File: src/design/matrix_multiply_4x4_macros.svh
// Assertion macros for the matrix_multiply_4x4 design.
// Needs a clock named clk and a synchronous reset named rst in the including scope.
`ifndef MATRIX_MULTIPLY_4X4_MACROS_SVH
`define MATRIX_MULTIPLY_4X4_MACROS_SVH

// Check that a property holds on every clock edge outside reset
`define MM4_ASSERT(label, prop, msg) \
  label: assert property (@(posedge clk) disable iff (rst) (prop)) else $error(msg);

// Check that a trigger is followed by a condition in the next cycle
`define MM4_ASSERT_NEXT(label, trig, cond, msg) \
  label: assert property (@(posedge clk) disable iff (rst) (trig) |=> (cond)) else $error(msg);

`endif

File: src/design/mm4_pkg.sv
// Shared types and constants for the matrix_multiply_4x4 design.
// No dependencies; used by the controller, datapath and top level.
package mm4_pkg;

  localparam int DIM_DEF   = 4;
  localparam int DATA_W    = 32;
  localparam int PROD_W    = 2 * DATA_W;
  localparam int FRAC_BITS = 16;

  localparam logic [DATA_W-1:0] SAT_MAX = {1'b0, {(DATA_W-1){1'b1}}};
  localparam logic [DATA_W-1:0] SAT_MIN = {1'b1, {(DATA_W-1){1'b0}}};

  typedef enum logic [1:0] {
    ST_LOAD,
    ST_ISSUE,
    ST_WAIT
  } state_t;

  // Commands from the controller to the datapath
  typedef struct packed {
    logic wr_left;
    logic wr_right;
    logic rd_en;
    logic first;
    logic last_term;
    logic last_elem;
  } cmd_t;

  // Status from the datapath to the controller
  typedef struct packed {
    logic out_free;
    logic res_load;
  } stat_t;

endpackage

File: src/design/mm4_ram.sv
// Generic single-write, single-read RAM with registered read data.
// No dependencies.
module mm4_ram #(
  parameter int WIDTH = 32,
  parameter int DEPTH = 16
) (
  input  logic                     clk,
  input  logic                     we,
  input  logic [$clog2(DEPTH)-1:0] waddr,
  input  logic [WIDTH-1:0]         wdata,
  input  logic [$clog2(DEPTH)-1:0] raddr,
  output logic [WIDTH-1:0]         rdata
);

  logic [WIDTH-1:0] mem [DEPTH];

  // Write one entry, read one entry into the output register
  always_ff @(posedge clk) begin
    if (we) begin
      mem[waddr] <= wdata;
    end
    rdata <= mem[raddr];
  end

endmodule

File: src/design/mm4_ctrl.sv
// Controller: loads both matrices, then sequences the dot product terms.
// Depends on mm4_pkg and matrix_multiply_4x4_macros.svh.
`include "matrix_multiply_4x4_macros.svh"

module mm4_ctrl #(
  parameter int DIM = mm4_pkg::DIM_DEF
) (
  input  logic                           clk,
  input  logic                           rst,
  input  logic                           element_valid,
  output logic                           element_ready,
  input  mm4_pkg::stat_t                 stat,
  output mm4_pkg::cmd_t                  cmd,
  output logic [$clog2(DIM*DIM)-1:0]     waddr,
  output logic [$clog2(DIM*DIM)-1:0]     raddr_a,
  output logic [$clog2(DIM*DIM)-1:0]     raddr_b
);

  import mm4_pkg::*;

  localparam int CELLS = DIM * DIM;
  localparam int CW    = $clog2(CELLS);
  localparam int LW    = $clog2(2 * CELLS);
  localparam int DW    = $clog2(DIM);

  state_t         state, state_next;
  logic [LW-1:0]  load_count, load_count_next;
  logic [DW-1:0]  row, row_next;
  logic [DW-1:0]  col, col_next;
  logic [DW-1:0]  k, k_next;
  logic           last_cell;
  logic           load_fire;

  assign last_cell = (row == DW'(DIM - 1)) && (col == DW'(DIM - 1));
  assign load_fire = element_valid && element_ready;

  // Store addresses: row-major for A, column walk for B
  assign raddr_a = CW'(CW'(row) * CW'(DIM) + CW'(k));
  assign raddr_b = CW'(CW'(k) * CW'(DIM) + CW'(col));
  assign waddr   = (load_count < LW'(CELLS)) ? load_count[CW-1:0]
                                              : CW'(load_count - LW'(CELLS));

  always_ff @(posedge clk) begin
    if (rst) begin
      state      <= ST_LOAD;
      load_count <= '0;
      row        <= '0;
      col        <= '0;
      k          <= '0;
    end else begin
      state      <= state_next;
      load_count <= load_count_next;
      row        <= row_next;
      col        <= col_next;
      k          <= k_next;
    end
  end

  // Next state and commands
  always_comb begin
    state_next      = state;
    load_count_next = load_count;
    row_next        = row;
    col_next        = col;
    k_next          = k;
    element_ready   = 1'b0;
    cmd             = '0;
    case (state)
      ST_LOAD: begin
        element_ready = 1'b1;
        if (load_fire) begin
          cmd.wr_left  = (load_count < LW'(CELLS));
          cmd.wr_right = (load_count >= LW'(CELLS));
          if (load_count == LW'(2 * CELLS - 1)) begin
            load_count_next = '0;
            row_next        = '0;
            col_next        = '0;
            k_next          = '0;
            state_next      = ST_ISSUE;
          end else begin
            load_count_next = load_count + LW'(1);
          end
        end
      end
      ST_ISSUE: begin
        // Start a new cell only once the output register can take it
        if ((k != '0) || stat.out_free) begin
          cmd.rd_en     = 1'b1;
          cmd.first     = (k == '0);
          cmd.last_term = (k == DW'(DIM - 1));
          cmd.last_elem = last_cell;
          if (k == DW'(DIM - 1)) begin
            k_next     = '0;
            state_next = ST_WAIT;
          end else begin
            k_next = k + DW'(1);
          end
        end
      end
      ST_WAIT: begin
        // Advance to the next cell once this one has reached the output
        if (stat.res_load) begin
          if (last_cell) begin
            row_next   = '0;
            col_next   = '0;
            state_next = ST_LOAD;
          end else begin
            if (col == DW'(DIM - 1)) begin
              col_next = '0;
              row_next = row + DW'(1);
            end else begin
              col_next = col + DW'(1);
            end
            state_next = ST_ISSUE;
          end
        end
      end
      default: begin
        state_next = ST_LOAD;
      end
    endcase
  end

  `MM4_ASSERT(a_no_read_while_loading, !(cmd.rd_en && element_ready), "read issued during load")
  `MM4_ASSERT(a_first_term_needs_space, !(cmd.rd_en && cmd.first) || stat.out_free, "cell started with output register busy")
  `MM4_ASSERT_NEXT(a_full_load_starts_issue, load_fire && (load_count == LW'(2 * CELLS - 1)), state == ST_ISSUE, "no issue after final element")

endmodule

File: src/design/mm4_datapath.sv
// Datapath: both element stores, multiply, accumulate, shift, saturate, output register.
// Depends on mm4_pkg, mm4_ram and matrix_multiply_4x4_macros.svh.
`include "matrix_multiply_4x4_macros.svh"

module mm4_datapath #(
  parameter int DIM = mm4_pkg::DIM_DEF
) (
  input  logic                           clk,
  input  logic                           rst,
  input  logic [mm4_pkg::DATA_W-1:0]     element,
  input  mm4_pkg::cmd_t                  cmd,
  input  logic [$clog2(DIM*DIM)-1:0]     waddr,
  input  logic [$clog2(DIM*DIM)-1:0]     raddr_a,
  input  logic [$clog2(DIM*DIM)-1:0]     raddr_b,
  output mm4_pkg::stat_t                 stat,
  output logic [mm4_pkg::DATA_W-1:0]     product,
  output logic                           last,
  output logic                           product_valid,
  input  logic                           product_ready
);

  import mm4_pkg::*;

  localparam int CELLS = DIM * DIM;
  localparam int ACC_W = PROD_W + $clog2(DIM);

  logic [DATA_W-1:0]        a_data, b_data;
  cmd_t                     s1, s2, s3;
  logic signed [PROD_W-1:0] prod;
  logic signed [ACC_W-1:0]  acc, acc_next, shifted;
  logic [ACC_W-1:0]         prod_ext;
  logic [ACC_W-DATA_W:0]    upper;
  logic [DATA_W-1:0]        sat;

  mm4_ram #(.WIDTH(DATA_W), .DEPTH(CELLS)) u_left (
    .clk   (clk),
    .we    (cmd.wr_left),
    .waddr (waddr),
    .wdata (element),
    .raddr (raddr_a),
    .rdata (a_data)
  );

  mm4_ram #(.WIDTH(DATA_W), .DEPTH(CELLS)) u_right (
    .clk   (clk),
    .we    (cmd.wr_right),
    .waddr (waddr),
    .wdata (element),
    .raddr (raddr_b),
    .rdata (b_data)
  );

  // Carry the term tags alongside the store reads, product and sum
  always_ff @(posedge clk) begin
    if (rst) begin
      s1 <= '0;
      s2 <= '0;
      s3 <= '0;
    end else begin
      s1 <= cmd;
      s2 <= s1;
      s3 <= s2;
    end
  end

  // Multiply one term, then accumulate it
  assign prod_ext = {{(ACC_W-PROD_W){prod[PROD_W-1]}}, prod};
  assign acc_next = s2.first ? signed'(prod_ext) : acc + signed'(prod_ext);

  always_ff @(posedge clk) begin
    if (s1.rd_en) begin
      prod <= signed'(a_data) * signed'(b_data);
    end
    if (s2.rd_en) begin
      acc <= acc_next;
    end
  end

  // Drop the fraction bits and clamp to the element range
  assign shifted = acc >>> FRAC_BITS;
  assign upper   = shifted[ACC_W-1:DATA_W-1];
  always_comb begin
    if ((&upper) || !(|upper)) begin
      sat = shifted[DATA_W-1:0];
    end else if (shifted[ACC_W-1]) begin
      sat = SAT_MIN;
    end else begin
      sat = SAT_MAX;
    end
  end

  assign stat.res_load = s3.rd_en && s3.last_term;
  assign stat.out_free = !product_valid || product_ready;

  // Output register: load on a finished cell, hold until taken
  always_ff @(posedge clk) begin
    if (rst) begin
      product_valid <= 1'b0;
    end else if (stat.res_load) begin
      product_valid <= 1'b1;
    end else if (product_ready) begin
      product_valid <= 1'b0;
    end
  end

  always_ff @(posedge clk) begin
    if (stat.res_load) begin
      product <= sat;
      last    <= s3.last_elem;
    end
  end

  `MM4_ASSERT(a_no_overwrite, !stat.res_load || stat.out_free, "result overwrote a waiting item")
  `MM4_ASSERT(a_terms_contiguous, !(s2.rd_en && !s2.first) || s3.rd_en, "accumulation chain broken")
  `MM4_ASSERT_NEXT(a_result_shown, stat.res_load, product_valid, "finished cell not presented")

endmodule

File: src/design/matrix_multiply_4x4.sv
// Load: 2*DIM*DIM elements are taken, all of A and then all of B, each in row-major order.
// Compute: each cell issues one store read per term; the multiply, sum and clamp stages drain
//   before the next cell starts, and a cell starts only once the output register can take it.
//   A new A, B pair is taken only after the last product has loaded the output register.
// Reset: synchronous rst clears the controller, the term tags and the output valid; stores are not cleared.
// Top level: joins the controller and the datapath. Depends on mm4_pkg, mm4_ctrl, mm4_datapath.
module matrix_multiply_4x4 #(
  parameter int DIM = mm4_pkg::DIM_DEF
) (
  input  logic                       clk,
  input  logic                       rst,
  input  logic [mm4_pkg::DATA_W-1:0] element,
  input  logic                       element_valid,
  output logic                       element_ready,
  output logic [mm4_pkg::DATA_W-1:0] product,
  output logic                       last,
  output logic                       product_valid,
  input  logic                       product_ready
);

  import mm4_pkg::*;

  localparam int CW = $clog2(DIM * DIM);

  cmd_t          cmd;
  stat_t         stat;
  logic [CW-1:0] waddr, raddr_a, raddr_b;

  mm4_ctrl #(.DIM(DIM)) u_ctrl (
    .clk           (clk),
    .rst           (rst),
    .element_valid (element_valid),
    .element_ready (element_ready),
    .stat          (stat),
    .cmd           (cmd),
    .waddr         (waddr),
    .raddr_a       (raddr_a),
    .raddr_b       (raddr_b)
  );

  mm4_datapath #(.DIM(DIM)) u_datapath (
    .clk           (clk),
    .rst           (rst),
    .element       (element),
    .cmd           (cmd),
    .waddr         (waddr),
    .raddr_a       (raddr_a),
    .raddr_b       (raddr_b),
    .stat          (stat),
    .product       (product),
    .last          (last),
    .product_valid (product_valid),
    .product_ready (product_ready)
  );

endmodule

File: config.mk
export PLATFORM = sky130hd
export DESIGN_NAME = matrix_multiply_4x4
export DESIGN_NICKNAME = d
export VERILOG_FILES = /design/src/design/mm4_pkg.sv /design/src/design/mm4_ram.sv /design/src/design/mm4_ctrl.sv /design/src/design/mm4_datapath.sv /design/src/design/matrix_multiply_4x4.sv
export VERILOG_INCLUDE_DIRS = /design/src /design/src/design
export SDC_FILE = /design/constraint.sdc
export NUM_CORES = 2
export LEC_CHECK = 0
export BUFFER_PORTS_ARGS = -buffer_cell sky130_fd_sc_hd__buf_2
export CAP_MARGIN = 15
export CORE_ASPECT_RATIO = 0.75
export CORE_MARGIN = 2
export CORE_UTILIZATION = 50
export DETAILED_ROUTE_END_ITERATION = 10
export GPL_TIMING_DRIVEN = 0
export PLACE_DENSITY = 0.79
export SLEW_MARGIN = 20
export SYNTH_ARGS = -nofsm -noshare
export SYNTH_HDL_FRONTEND = slang
export SYNTH_HIERARCHICAL = 1
export SYNTH_SLANG_ARGS = --single-unit
export TNS_END_PERCENT = 100
File: constraint.sdc
create_clock -name clk -period 7.8 [get_ports clk]
set_input_delay 1.17 -clock clk [delete_from_list [all_inputs] [get_ports clk]]
set_output_delay 1.17 -clock clk [all_outputs]
set_load 0.1 [all_outputs]
* Word level (Yosys, flattened, before mapping)
Memory sizes are Yosys's and may differ from the RTL's. A register that Yosys moved wholly into a read port is not among the register bits.
Cells that the tools add are included.
W data, S select, Z words.
** Operators by class
- Add/subtract/negate cells :: 8
- Multipliers :: 1
- $lt $le $gt $ge :: 2
- Equality and inequality tests :: 12
- Mux-type cells :: 35
- Bitwise logic cells :: 2
- Reductions and logical operators :: 23
** Operator list (number)
- $add A66 B64 Y66 :: 1
- $mux W66 :: 1
- $mul A32 B32 Y64 :: 1
- $mux W32 :: 2
- $mux W2 :: 17
- $reduce_and A19 Y1 :: 1
- $reduce_or A19 Y1 :: 1
- $pmux W2 S2 :: 3
- $reduce_and A5 Y1 :: 2
- $add A4 B2 Y4 :: 2
- $eq A2 B2 Y1 const B :: 4
- $mux W1 :: 8
- $mux W4 :: 2
- $ne A2 B1 Y1 const B :: 4
- $reduce_and A4 Y1 :: 2
- $reduce_bool A2 Y1 :: 4
- $add A2 B1 Y2 const B :: 3
- $pmux W2 S3 :: 1
- $add A5 B1 Y5 const B :: 1
- $eq A5 B5 Y1 const B :: 1
- $ge A5 B5 Y1 const B :: 1
- $lt A5 B5 Y1 const B :: 1
- $mux W5 :: 1
- $logic_not A2 Y1 :: 2
- 11 further kinds :: 17
** Word-level totals
- Register bits :: 188
- Memory bits (writable) :: 1024
- Output and inout bits :: 35
- Logic and storage cells :: 106
- Memories kept :: 2
** Memories
- u_datapath.u_left.mem :: words 16, bits a word 32, read ports 1, clocked after Yosys merged registers in 1, write ports 1, RTL line mm4_ram.sv:15 : logic [WIDTH-1:0] mem [DEPTH];
- u_datapath.u_right.mem :: words 16, bits a word 32, read ports 1, clocked after Yosys merged registers in 1, write ports 1, RTL line mm4_ram.sv:15

* Depth between registers and ports, before layout
- Depth in word-level cells :: 7
- Gate-level depth with buffers :: 30
- Gate-level depth less buffers :: 28

* Cells and area by module
Netlist, hierarchy kept.
** Modules (own cells, without submodules)
- mm4_datapath :: times used 1, cells an instance 4856, area each 46360.7 µm², sequential area each 5134.9 µm²
- mm4_ram (u_datapath.u_right) :: times used 1, cells an instance 838, area each 19854.0 µm², sequential area each 16015.4 µm²
- mm4_ram (u_datapath.u_left) :: times used 1, cells an instance 838, area each 19835.3 µm², sequential area each 16015.4 µm²
- mm4_ctrl :: times used 1, cells an instance 99, area each 827.0 µm², sequential area each 260.2 µm²

* Worst setup path after synthesis
OpenSTA, ideal clock, no wires.
- Path type :: reg2reg
- From :: register u_datapath.u_left.rdata[31] (read register of u_datapath.u_left.mem)
- To :: register u_datapath.prod[63], data pin
- Arrival time :: 7.938 ns
- Required time :: 7.534 ns
- Slack :: -0.404 ns
- Cell stages (with the launch flop) :: 29
- Path buffers :: 2
- Clock period less this slack :: 8.204 ns
- Path through :: dfxtp_1 > clkbuf_1 > nand2_1 > inv_1 > fa_1 > fa_1 > inv_1 > fa_1 > inv_1 > fa_1 > inv_1 > fa_1 > inv_1 > fa_1 > inv_1 > fa_1 > inv_1 > fa_1 > ha_1 > clkbuf_1 > nand2_1 > nand2_1 > a21oi_1 > or3b_2 > a221o_1 > and2_4 > a31o_4 > nor4_1 > nor3_1
** Between the ends
- Longest elaborated chain between the ends :: 1
** RTL lines
- from (decl) :: RTL line mm4_ram.sv:12 : output logic [WIDTH-1:0] rdata
- $mul A32 B32 Y64 :: RTL line mm4_datapath.sv:72 : prod <= signed'(a_data) * signed'(b_data);
- to (signal assigned) :: RTL line mm4_datapath.sv:72
- to (decl) :: RTL line mm4_datapath.sv:29 : logic signed [PROD_W-1:0] prod;
Every way passes these cells.
A chain may end at the register's enable or synchronous reset.

* Worst setup path after layout
- From :: register u_datapath.u_right.rdata[31] (read register of u_datapath.u_right.mem)
- To :: register u_datapath.prod[47], data pin
** Between the ends
- Longest elaborated chain between the ends :: 1
** RTL lines (RTL line)
- from (decl) :: mm4_ram.sv:12
- $mul A32 B32 Y64 :: mm4_datapath.sv:72
Every way passes these cells.

==> results.json <==
{
  "cts_tree": "yes",
  "async_reset_ff_share_pct": 0,
  "synth_area_leaders": "edfxtp_1 41%, fa_1 25%, mux4_2 6.6%",
  "wire_per_inst_um": 30.2,
  "grt_max_degree": 56,
  "tns_ns": -4.02,
  "drt_iter0_drc": 9121,
  "outcome": "complete, but fails checks",
  "drive_above_1_share_pct": 17.5,
  "ys_seq_elements": 1276,
  "rsz0062_at_grt": "true",
  "critPathSlowestCell": "fa_2",
  "rows": 132,
  "wl_um": 284000,
  "cts_sinks": 1276,
  "min_period_over_period_pct": 104,
  "setup.worst_path.end_class": "flip-flop",
  "wl_met1_um": 105000,
  "nets": 8388,
  "drc": 0,
  "dpl.hpwl_um": 206000,
  "crit_path_frequent_cell": "fa_1",
  "start_kind": "flip-flop",
  "hold-worst-slack_ns": 0.406,
  "avgSynthCellArea_um2": 13.1,
  "yosysUniqueCellTypes": 84,
  "n_fill_cell": 13000,
  "num_vias": 58800,
  "maxCapViolations": 0,
  "grt_pass1_wl_um": 412000,
  "hold_path_class": "reg2reg",
  "max_slew_margin_pct": 20.9,
  "insertion_delay_ns": 0.81,
  "finalSetupViolations": 21,
  "violations": "negative setup slack",
  "synth-edff-count": 1187,
  "drtAntennaViolNets": 0,
  "worst_path_largest_cell_delay_ns": 0.59,
  "finalMaxSlewViolations": 0,
  "met3_length_um": 45900,
  "min_period_ns": 8.15,
  "portBuffers": 70,
  "top_layer_used": "met5",
  "fp.dieH_um": 365,
  "netlist.area_leader.share_pct": 41.0,
  "synth_top_cell_by_area": "edfxtp_1",
  "cp.arrival_ns": 8.63,
  "yosysMostFrequentCell": "edfxtp_1",
  "ys_warn_count": 6,
  "fmax_ghz": 0.123,
  "start_util_pct": 50.3,
  "viasPerCell": 6.24,
  "gp_congestion": 1.08,
  "die_area_um2": 177000,
  "crit_type": "reg2reg",
  "antenna_found_initial": 32,
  "ios": 71,
  "clock_path_buffers": 3,
  "synth_commonest_cells": "1,187 x edfxtp_1, 1,083 x fa_1, 1,050 x inv_1, 683 x nand2_1, 528 x and2_1",
  "numCtsBuffers": 116,
  "area_growth_pct": 14.3,
  "syn_inst": 6631,
  "mappedNetlistNets": 8007,
  "required_ns": 8.28,
  "crit_path_max_fanout": 10,
  "pre_cts_ws_ns": -1.77,
  "timing.final.ws_setup_ns": -0.351,
  "dr.pass1.iters": 8,
  "clk_pin_slew_worst_paths_ns": 0.06,
  "htreeDepth": 3,
  "finClkSkew_ns": 0.0836,
  "syn_area_um2": 86900,
  "ys_seq_area_share_pct": 43.1,
  "core_um2": 173000,
  "max_slew.worst_pin.slew_ns": 1.19,
  "cts_root_buffer": "clkbuf_16",
  "hold_viol_final": 0,
  "wl_met2_um": 119000,
  "final_util_pct": 57.5,
  "grt_pass1_vias": 60500,
  "dieWidth_um": 485,
  "synth_flop_cell": "edfxtp_1",
  "grt-ovfl-total": 0,
  "grtUsageTotal_pct": 32.4,
  "ctsHoldBuffers": 0
}
-- critical path, delay by kind of cell, from the launching register on --
kind,cells,cell delay (ns)
fa+ha+maj,9,4.29
flops,1,0.52
compound gates,5,1.08
simple gates,5,0.70
buf+inv,8,1.08
xor+xnor,1,0.17
-- stage by stage --
stage	instances	cell area [µm²]
after floorplan	6631	87000
after global placement	8979	90200
after detailed placement	9046	91400
after CTS	9347	98200
after global routing	9396	99200
final	9423	99300
-- placed cells by master (no fill, tap or decap), types with 39 or more instances in the layout --
master	n
xnor2_1	70
nor2_1	97
and2_1	508
inv_1	1018
clkbuf_8	67
clkbuf_16	155
ha_1	230
o21ai_0	73
a21oi_1	126
buf_4	181
nand2_1	676
mux4_2	256
clkbuf_1	126
buf_2	90
xor2_1	44
edfxtp_1	1187
a22oi_1	129
a21o_1	116
dfxtp_4	39
fa_2	49
fa_1	1034
-- kinds of logic after synthesis --
group,after synthesis,share of synthesized area (%)
and+or+nand+nor,1572,9.01
buffers and inverters,1401,6.21
adders and majority gates,1340,28.7
DFF,1276,43.1
AOI/OAI and AO/OA,659,5.11
muxes,262,6.71
xor gates and xnor gates,121,1.22
-- final cells by class --
| type | instances | area, µm² | share of cell area, % |
|---|---|---|---|
| Multi-Input combinational cell | 3954 | 45300 | 45.6 |
| Sequential cell | 1276 | 37600 | 37.9 |
| Inverter | 1050 | 3960 | 3.99 |
| Clock buffer | 163 | 3230 | 3.25 |
| Buffer | 343 | 3200 | 3.23 |
| Tap cell | 2278 | 2850 | 2.87 |
| Timing Repair Buffer | 271 | 2480 | 2.49 |
| Clock inverter | 56 | 597 | 0.601 |
| Antenna cell | 32 | 80.1 | 0.0807 |
-- what timing repair did --
item / 4_1_cts / 5_1_grt
hold endpoints to repair: 0 / 0
endpoints found under the setup margin: 43 / 30
pin swaps: 60 / 71
setup buffers: 85 / 49
gates resized for setup: 658 / 197
-- path summary, 6_finish.rpt --
| check | startpoint | endpoint | slack (ns) | depth (start not counted) |
|---|---|---|---|---|
| worst min-delay path | u_datapath/s3[0] | u_datapath/last | 0.41 | 0 |
| worst min register to register | u_datapath/s3[0] | u_datapath/last | 0.41 | 0 |
| worst max register to register | u_datapath/u_right/rdata[31] | u_datapath/prod[47] | -0.35 | 28 |
| worst max-delay path | u_datapath/u_right/rdata[31] | u_datapath/prod[47] | -0.35 | 28 |
-- state kept, by name, indices dropped and copies added (netlist names), 2 cells and up --
name and cells:
u_datapath/u_left/rdata 32, u_datapath/s2 4, u_datapath/acc 66, u_datapath/u_left/mem 512, u_ctrl/col 2, u_datapath/u_right/rdata 32
u_datapath/prod 64, u_datapath/u_right/mem 512, u_ctrl/k 2, u_ctrl/row 2, u_datapath/s1 4, u_datapath/s3 3
u_ctrl/load_count 5, u_datapath/product 32, u_ctrl/state 2
-- per-layer routing --
layer | vias up | GRT usage [%]
met1 | 30100 | 44.7
met5 | - | 1.34
met2 | 4904 | 46.1
met3 | 823 | 12.3
met4 | 22 | 13.0
li1 | 23000 | -
Power is not shown: default switching activity piles up to over one toggle a cycle in this logic, so the estimate is an artifact.
